`src/assert_macros.svh`:
```
// assertion macros used by the gini split search
`ifndef ASSERT_MACROS_SVH
`define ASSERT_MACROS_SVH
`ifndef ASSERT_OFF
// property must hold at every clock edge out of reset
`define GSS_ASSERT(lbl, clk, rst_n, prop) \
    lbl: assert property (@(posedge clk) disable iff (!rst_n) prop) \
        else $error("gini split search assertion failed");
// condition must never be true out of reset
`define GSS_NEVER(lbl, clk, rst_n, cond) \
    lbl: assert property (@(posedge clk) disable iff (!rst_n) !(cond)) \
        else $error("gini split search forbidden condition");
`else
`define GSS_ASSERT(lbl, clk, rst_n, prop)
`define GSS_NEVER(lbl, clk, rst_n, cond)
`endif
`endif

```
`src/gss_div.sv`:
```
// restoring divider, one quotient bit per cycle
`timescale 1ns / 1ps
module gss_div #(
    parameter int NW = 38,
    parameter int DW = 11
) (
    input  logic          i_clk,
    input  logic          i_rst_n,
    input  logic          i_start,
    input  logic [NW-1:0] i_num,
    input  logic [DW-1:0] i_den,
    output logic          o_busy,
    output logic          o_done,
    output logic [NW-1:0] o_quot
);
    localparam int KW = $clog2(NW);

    logic          r_busy;
    logic          r_done;
    logic [KW-1:0] r_cnt;
    logic [DW:0]   r_rem;
    logic [NW-1:0] r_quot;
    logic [DW-1:0] r_den;
    logic [DW:0]   rem_sh;

    assign rem_sh = {r_rem[DW-1:0], r_quot[NW-1]};

    // control
    always_ff @(posedge i_clk) begin
        if (!i_rst_n) begin
            r_busy <= 1'b0;
            r_done <= 1'b0;
            r_cnt  <= '0;
        end else begin
            r_done <= 1'b0;
            if (i_start) begin
                r_busy <= 1'b1;
                r_cnt  <= KW'(NW - 1);
            end else if (r_busy) begin
                r_cnt <= r_cnt - 1'b1;
                if (r_cnt == '0) begin
                    r_busy <= 1'b0;
                    r_done <= 1'b1;
                end
            end
        end
    end

    // datapath
    always_ff @(posedge i_clk) begin
        if (i_start) begin
            r_rem  <= '0;
            r_quot <= i_num;
            r_den  <= i_den;
        end else if (r_busy) begin
            if (rem_sh >= {1'b0, r_den}) begin
                r_rem  <= rem_sh - {1'b0, r_den};
                r_quot <= {r_quot[NW-2:0], 1'b1};
            end else begin
                r_rem  <= rem_sh;
                r_quot <= {r_quot[NW-2:0], 1'b0};
            end
        end
    end

    assign o_busy = r_busy;
    assign o_done = r_done;
    assign o_quot = r_quot;
endmodule

```
`config.mk`:
```
export PLATFORM = sky130hd
export DESIGN_NAME = gss_div
export DESIGN_NICKNAME = d
export VERILOG_FILES = /design/src/assert_macros.svh /design/src/gss_div.sv
export SDC_FILE = /design/constraint.sdc
export NUM_CORES = 1
export LEC_CHECK = 0
export BUFFER_PORTS_ARGS = -buffer_cell sky130_fd_sc_hd__buf_4
export CAP_MARGIN = 20
export CORE_MARGIN = 10
export CORE_UTILIZATION = 52
export DETAILED_ROUTE_END_ITERATION = 6
export GPL_ROUTABILITY_DRIVEN = 0
export GPL_TIMING_DRIVEN = 0
export PLACE_DENSITY = 0.91
export SLEW_MARGIN = 10
export SYNTH_ARGS = -nofsm -noshare
export SYNTH_HDL_FRONTEND = slang
export SYNTH_SLANG_ARGS = --single-unit
```
`constraint.sdc`:
```
create_clock -name i_clk -period 2.93 [get_ports i_clk]
set_clock_uncertainty 0.05 [all_clocks]
set_input_delay 0.879 -clock i_clk [delete_from_list [all_inputs] [get_ports i_clk]]
set_output_delay 0.879 -clock i_clk [all_outputs]
set_load 0.1 [all_outputs]
```
==> reports/qor.txt <==
Hold Buf Count CTS: 0
simple-gate share of the synthesized area: 10.0%
leak pwr: 1.80 nW
Routed Antenna Nets: 0
DP Area: 4210 µm²
final setup margin: 0.326 ns
most frequent cells in the layout: buf_4 (91), edfxtp_1 (49), mux2_2 (38)
most common cell after layout, fill and taps aside: buf_4
die area: 10200 µm²
Slowest-stage cell, CP: edfxtp_1
post-synthesis mux area share: 14.3%
HPWL Detailed: 6.44 mm
DR WL/cell: 18.7 µm
cell chain of the critical path: inv_1 > ha_2 > fa_2 > nor2b_1 > o31a_1 > o21ai_4 > o21ai_4 > buf_12 > mux2i_1 > a211oi_2
clock slew at reported path FFs: 0.07 ns
Hold Startpoint: r_rem[9]$_SDFFE_PP0P_
Worst Setup Start Kind: register
post-synthesis xor/xnor area fraction: 2.57%
critical path class: reg2reg
Synth Instances: 267
synthesized netlist net count: 333
Final Slew Violations: 0
Synth Area in Compound Gates: 9.56%
adder-cell share of the synthesized area: 5.37%
syn avg cell area: 12.7 µm²
I/O Buffers: 91
Starting Density: 53.6%
Fin. Hold Viols: 0
Worst Hold Class: reg2reg
Crit. Startpoint: o_quot[37]$_DFFE_PP_
std cell rows: 29
1st-iter DRT viols: 140
Remaining Overflow, GRT: 0
CP Capture Type: register
Ant. Diodes: 0
Tmin final: 2.60 ns
fraction of layout cells with a size suffix above 1: 42.1%
pre-CTS WS: 0.271 ns
combinational family with the most area after synthesis: multiplexers
largest net degree at the start of global routing: 33
Core Area: 6350 µm²
number of global-route vias before repair: 2722
dominant cell type by area after synthesis: edfxtp_1
Chip Width: 101 µm
post-route cell area: 4390 µm²
Tot GR Track Use: 16.7%
IO Pins: 92
Post-Syn Area: 3400 µm²
Synth cell types: 47
Clock Latency Late Sink: 0.35 ns
DIE HEIGHT: 101 µm
Final setup viols: 0
DR vias/cell: 5.63
Max Buffers Root-to-Sink: 2
crit-path max cell delay: 0.40 ns
main area contributors after synthesis: edfxtp_1 (43%), mux2_2 (13%), dfxtp_1 (11%)
initial antenna violation count: 0
Async SR Flop Fraction: 0%
post-synthesis sequential area ratio: 54.4%
RSZ-0062 raised after global routing: false
Post-route DRC: 0
worst-path fanout max: 10
global-route wire length before repair: 13.4 mm
Post-synth EDFFs: 49
worst-margin pin slew: 0.544 ns
most frequent CP cell: o21ai_4
normalized max-slew margin: 63.7%
yosys warns: 0
Worst EP required: 3.09 ns
WL final: 8.46 mm
# Max-Cap Violations: 0
RR Startpoint: o_quot[37]$_DFFE_PP_
root buf cell: clkbuf_8
post-CTS sizing: 0
critical path data arrival time: 2.77 ns
Final period util: 88.9%
detailed-route via count: 2543
Peak Freq: 0.384 GHz
post-route total power: 2.97 mW
H-tree levels: 3
Post-layout nets: 436
status: completed
drt first pass iters: 4
synthesized flop and latch total: 68
pwr dens: 677 nW/µm²
# clock sinks: 68
Setup Buffers After CTS: 0
CTS tree: done
CTS buffer count: 9
top-area cell type share of the netlist area: 43.2%
Synth Flop Type: edfxtp_1
P&R area growth vs syn: 29.1%
worst vdd ir: 0.507 mV
## metrics by stage
step                hold slack [ns]  cells  setup TNS, ns  util, %
finish                        0.463    452              0     69.2
global route                  0.479    452              0     69.2
CTS                           0.466    452              0     69.2
detailed placement            0.453    436              0     66.3
global placement              0.434    435          -4.92     66.0
floorplan                     0.418    267              0        -
## synth_stat cells, types with 4 or more instances
cell	number
xnor2_1	8
nand2_1	12
inv_1	18
mux2i_1	6
nand2b_1	6
nor2_1	18
a211oi_1	7
clkbuf_1	4
dfxtp_1	19
buf_1	4
mux2_2	38
a21oi_1	7
o21ai_0	5
edfxtp_1	49
ha_1	13
## flip-flops by register name, indices dropped and copies added (netlist names)
signal and cells:
o_done 1, o_busy 1, r_cnt 6, o_quot 38, r_den 11, r_rem 11
## area by class of cell
cell class / count / area (µm²)
fill: 394 / 1960
sequential: 68 / 1850
multi-input combinational: 170 / 1430
timing repair buffer: 92 / 703
clock buffer: 11 / 131
tap: 77 / 96.3
inverter: 18 / 67.6
buffer: 11 / 60.1
clock inverter: 5 / 52.6
## layer usage
layer	GRT usage, %	wire length, µm
met1	16.1	2950
met2	28.9	4390
met3	8.78	902
met4	7.50	212
met5	0	0
## power breakdown
part           leakage (nW)  internal (mW)  switching (mW)
Sequential            0.646           1.14          0.0586
Clock                0.0947          0.389           0.358
Combinational          1.06          0.317           0.707
Total                  1.80           1.85            1.12
## critical path: cells and delay by family, from the launching register on
kind / cells / cell delay (ns)
AOI/OAI and AO/OA: 4 / 0.80
adders and majority gates: 2 / 0.54
DFF: 1 / 0.40
muxes: 1 / 0.27
buffers and inverters: 2 / 0.24
and+or+nand+nor: 1 / 0.16
## final timing paths
path	endpoint	slack, ns	cells after the start
setup reg to reg	r_rem[8]$_SDFFE_PP0P_	0.33	10
hold reg to reg	r_rem[9]$_SDFFE_PP0P_	0.46	2
setup / recovery	r_rem[8]$_SDFFE_PP0P_	0.33	10
hold / removal	r_rem[9]$_SDFFE_PP0P_	0.46	2
## logic make-up (layout without fill, tap and decap cells)
group | count (synthesis) | in the layout
AO/OA/AOI/OAI | 44 | 44
XOR/XNOR | 10 | 10
adder cells (fa/ha/maj) | 14 | 14
buffers and inverters | 29 | 137
flip-flops | 68 | 68
multiplexers | 44 | 44
AND/OR/NAND/NOR | 58 | 58
(Power assumes the default switching activity.)
