`config.mk`:
```
export PLATFORM = sky130hd
export DESIGN_NAME = gss_cell
export DESIGN_NICKNAME = d
export VERILOG_FILES = /design/src/assert_macros.svh /design/src/gss_pkg.sv /design/src/gss_cell.sv
export SDC_FILE = /design/constraint.sdc
export NUM_CORES = 1
export LEC_CHECK = 0
export ABC_AREA = 0
export CORE_MARGIN = 5
export CORE_UTILIZATION = 55
export CTS_BUF_LIST = sky130_fd_sc_hd__clkbuf_8
export CTS_CLUSTER_SIZE = 40
export DETAILED_ROUTE_END_ITERATION = 12
export DONT_BUFFER_PORTS = 1
export GPL_ROUTABILITY_DRIVEN = 0
export GPL_TIMING_DRIVEN = 0
export HOLD_SLACK_MARGIN = 0.03
export PLACE_DENSITY = 0.7
export SYNTH_ARGS = -nofsm -noshare
export SYNTH_HDL_FRONTEND = slang
export SYNTH_SLANG_ARGS = --single-unit
```
`constraint.sdc`:
```
create_clock -name i_clk -period 2.9 [get_ports i_clk]
set_clock_uncertainty 0.2 [all_clocks]
set_input_delay 0.435 -clock i_clk [delete_from_list [all_inputs] [get_ports i_clk]]
set_output_delay 0.435 -clock i_clk [all_outputs]
set_load 0.1 [all_outputs]
```
`src/assert_macros.svh`:
```
// assertion macros used by the gini split search
`ifndef ASSERT_MACROS_SVH
`define ASSERT_MACROS_SVH
`ifndef ASSERT_OFF
// property must hold at every clock edge out of reset
`define GSS_ASSERT(lbl, clk, rst_n, prop) \
    lbl: assert property (@(posedge clk) disable iff (!rst_n) prop) \
        else $error("gini split search assertion failed");
// condition must never be true out of reset
`define GSS_NEVER(lbl, clk, rst_n, cond) \
    lbl: assert property (@(posedge clk) disable iff (!rst_n) !(cond)) \
        else $error("gini split search forbidden condition");
`else
`define GSS_ASSERT(lbl, clk, rst_n, prop)
`define GSS_NEVER(lbl, clk, rst_n, cond)
`endif
`endif

```
`src/gss_pkg.sv`:
```
// shared constants and types of the gini split search
`timescale 1ns / 1ps
package gss_pkg;
    // default sizes
    localparam int MAX_SAMPLES_DEF  = 1024;
    localparam int MAX_FEATURES_DEF = 16;
    localparam int MAX_CLASSES_DEF  = 16;
    localparam int VALUE_WIDTH_DEF  = 32;

    // fixed point
    localparam int FRAC_BITS = 16;

    // configuration port
    localparam int CFG_W     = 5;
    localparam int CFG_IDX_W = 1;
    localparam logic [CFG_IDX_W-1:0] CFG_FEATURE_COUNT = 1'd0;
    localparam logic [CFG_IDX_W-1:0] CFG_CLASS_COUNT   = 1'd1;
    localparam logic [CFG_W-1:0] FEATURE_COUNT_RST = 5'd1;
    localparam logic [CFG_W-1:0] CLASS_COUNT_RST   = 5'd2;

    // result status codes
    localparam logic [1:0] STATUS_OK      = 2'd0;
    localparam logic [1:0] STATUS_EMPTY   = 2'd1;
    localparam logic [1:0] STATUS_PARTIAL = 2'd2;
    localparam logic [1:0] STATUS_DROPPED = 2'd3;

    // sequencer states
    typedef enum logic [3:0] {
        S_LOAD,
        S_THR_RD,
        S_THR_CAP,
        S_SWEEP,
        S_DRAIN,
        S_EV_LOAD,
        S_EV_MUL,
        S_DIVL_GO,
        S_DIVL_WAIT,
        S_DIVR_GO,
        S_DIVR_WAIT,
        S_EV_NEXT,
        S_CMP,
        S_OUT
    } t_state;

    // token passed along the class cell chain
    typedef struct packed {
        logic valid;
        logic right;
    } t_tok;
endpackage

```
`src/gss_cell.sv`:
```
// one class counter cell of the chain
`timescale 1ns / 1ps
module gss_cell #(
    parameter int CLASS_ID = 0,
    parameter int LW = 4,
    parameter int CW = 11
) (
    input  logic          i_clk,
    input  logic          i_rst_n,
    input  logic          i_en,
    input  logic          i_shift,
    input  gss_pkg::t_tok i_tok,
    input  logic [LW-1:0] i_tok_label,
    output gss_pkg::t_tok o_tok,
    output logic [LW-1:0] o_tok_label,
    input  logic [CW-1:0] i_next_left,
    input  logic [CW-1:0] i_next_right,
    output logic [CW-1:0] o_left,
    output logic [CW-1:0] o_right
);
    gss_pkg::t_tok r_tok;
    logic [LW-1:0] r_tok_label;
    logic [CW-1:0] r_left;
    logic [CW-1:0] r_right;

    // count matching tokens, or shift counts toward cell zero
    always_ff @(posedge i_clk) begin
        if (!i_rst_n) begin
            r_tok   <= '0;
            r_left  <= '0;
            r_right <= '0;
        end else begin
            r_tok <= i_tok;
            if (i_shift) begin
                r_left  <= i_next_left;
                r_right <= i_next_right;
            end else if (i_tok.valid && i_en && i_tok_label == LW'(CLASS_ID)) begin
                if (i_tok.right) begin
                    r_right <= r_right + 1'b1;
                end else begin
                    r_left <= r_left + 1'b1;
                end
            end
        end
    end

    // label travels with the token
    always_ff @(posedge i_clk) begin
        r_tok_label <= i_tok_label;
    end

    assign o_tok       = r_tok;
    assign o_tok_label = r_tok_label;
    assign o_left      = r_left;
    assign o_right     = r_right;
endmodule

```
==> results.json <==
{
  "power.switching_uw": 374,
  "syn_inst": 151,
  "start_util_pct": 56.0,
  "leakage_uw": 0.000512,
  "antenna_found_initial": 0,
  "cts_resized": 0,
  "fmax_mhz": 378,
  "crit_start": "o_right[2]",
  "wirelength_um": 3360,
  "routedWlPerCell_um": 17.8,
  "ys.flop_type": "dfxtp_1",
  "drt_first_pass_iters": 4,
  "netlist_area_um2": 1360,
  "die_w_um": 59.8,
  "worst-path-max-fanout": 6,
  "cp-endpoint": "o_right[7]",
  "grtUsageMet1_pct": 22.1,
  "grt.total_usage_pct": 19.7,
  "ys_top_cells_by_area": "dfxtp_1 41%, xnor2_1 6.4%, a21oi_1 5.5%",
  "power_frac_comb_pct": 7.0,
  "cts_tree": "done",
  "grt_max_degree": 17,
  "n_antenna_cell": 0,
  "grt.met2_usage_pct": 36.4,
  "drc": 0,
  "grt-busiest-layer": "met2",
  "ir_drop_v": 0.000427,
  "htreeDepth": 1,
  "grt_setup_unrepaired": "false",
  "core-area_um2": 2430,
  "cts_hold_buf": 4,
  "path_clk_slew_ps": 100,
  "cts-root-buf": "clkbuf_8",
  "cp.arrival_ps": 2650,
  "switching_share_pct": 37.3,
  "reg2reg_from": "o_right[2]",
  "placed_cell_area_um2": 1400,
  "synth_area_leader_cell": "dfxtp_1",
  "holdPathStages": 1,
  "reg2reg_depth": 4,
  "r2r-end": "o_right[7]",
  "postLayoutCellArea_um2": 1510,
  "yosysMostFrequentCell": "dfxtp_1",
  "layout-drive-gt1-share_pct": 5.66,
  "insertion_delay_ps": 270,
  "synth_common_cells": "28 x dfxtp_1, 15 x a21oi_1, 12 x o21ai_0, 10 x xnor2_1, 8 x o21ai_1",
  "syn_avg_cell_area_um2": 9.02,
  "synth_top_area_share_pct": 41.2,
  "setup_violations": 0,
  "final-hold-violation-count": 0,
  "ant_nets": 0,
  "cts-buffers-inserted": 3,
  "drv_cap": 0,
  "post_cts_buffers": 0,
  "rows": 18,
  "syn_to_final_growth_pct": 10.9,
  "seqPwrFrac_pct": 62.3,
  "setup_tns_ps": 0,
  "p_int_uw": 629,
  "synthesis.nets": 185,
  "tightest_slew_ps": 1110,
  "finalCritPeriodShare_pct": 91.3,
  "viasPerCell": 6.21,
  "fin_util_pct": 62.1,
  "p_clk_share_pct": 30.7,
  "die-area_um2": 3570,
  "drv_slew": 0,
  "async_reset_ff_share_pct": 0,
  "clk_path_buf_depth": 2,
  "crit_path_start_kind": "flop",
  "hold_path_class": "input port to flop",
  "die_h_um": 59.8,
  "vias": 1174,
  "drtIter0Drc": 64,
  "synth-warning-count": 0,
  "dp_hpwl_um": 2560,
  "fin_nets": 194,
  "synth-edff-count": 0,
  "reg2reg_slack_ps": 250,
  "grt-ovfl-total": 0,
  "end_kind": "flop",
  "cp.required_ps": 2900,
  "relSlewSlack_pct": 26.0,
  "first_global_vias": 1230,
  "portBuffers": 0,
  "use_met3_pct": 4.54,
  "grt_pass1_wl_um": 5490,
  "ys_types": 38,
  "cts.sinks": 28,
  "status": "finished clean",
  "io_pins": 60,
  "fin_crit_ps": 2650,
  "seq_area_frac_synth_pct": 41.2,
  "yosys_register_bits": 28,
  "path_class": "flop to flop",
  "powerDensity_nw_per_um2": 664
}
==> state kept, by name, summed over array words and instances, names as in the netlist <==
signal       cells
o_tok_label      4
o_left          11
o_tok            2
o_right         11
==> cells in the final DEF (no fill, tap or decap), drive strengths merged, types with 2 or more instances in the layout <==
cell type,instances
o31ai,2
o211a,2
o21ai,20
and4,2
dlygate4sd3,4
and3b,2
xnor2,10
nor2,3
clkbuf,10
inv,2
a31oi,3
nand2b,3
or3,3
and3,2
mux2i,2
xor2,5
or4,2
nand3,6
nand4bb,2
nand4,7
ha,2
nor4,5
a21oi,15
nor3,2
dfxtp,28
and2,2
nand2,4
==> stage by stage <==
stage / setup WS [ps] / total power (uW) / hold slack [ps] / cells
floorplan: 460 / 680 / 263 / 151
global placement: 283 / 697 / 263 / 181
CTS: 248 / 1010 / 74.4 / 189
global route: 121 / 1040 / 69.9 / 189
finish: 251 / 1000 / 81.4 / 189
detailed placement: 268 / 700 / 263 / 181
==> how the worst min path moves through the flow <==
stage	from	to
2_1_floorplan	i_tok_label[0]	o_tok_label[0]
3_3_place_gp	i_tok_label[0]	o_tok_label[0]
3_5_place_dp	i_tok_label[1]	o_tok_label[1]
5_1_grt	i_tok[0]	o_tok[0]
6_report	i_tok[1]	o_tok[1]
4_1_cts	i_tok[0]	o_tok[0]
==> kinds of logic after synthesis <==
logic type,after synthesis,share of synthesized area (%)
fa+ha+maj,2,1.84
xor+xnor,15,9.65
simple gates,50,24.7
flops,28,41.2
mux,2,1.47
compound gates,45,18.7
buf+inv,9,2.48
==> routing by layer <==
layer | part of all wire, % | wire (um)
met4 | 0.30 | 10
met3 | 7.6 | 254
met2 | 52 | 1740
met5 | 0 | 0
met1 | 40 | 1350
==> critical path, cell delays in order (launching register included) <==
cell and delay (ps):
dfxtp_1 1060, nand3_1 360, or2_1 380, or4_1 410, a31oi_1 160
==> cell type report <==
cell class,instances,area [um^2]
fillers,226,922
multi-input cells,114,767
flip-flops and latches,28,561
clock buffers,3,41.3
repair buffers,4,40.0
well taps,30,37.5
clock inverters,1,30.0
plain buffers,7,26.3
inverters,2,7.51
==> power groups by stage <==
stage / combinational [uW] / sequential, uW / clock, uW
finish: 70.2 / 625 / 308
global route: 81.1 / 631 / 327
global placement: 63.6 / 633 / 0
CTS: 70.5 / 626 / 312
detailed placement: 65.8 / 634 / 0
floorplan: 54.5 / 626 / 0
No activity file was read; power rests on OpenSTA's default activity.
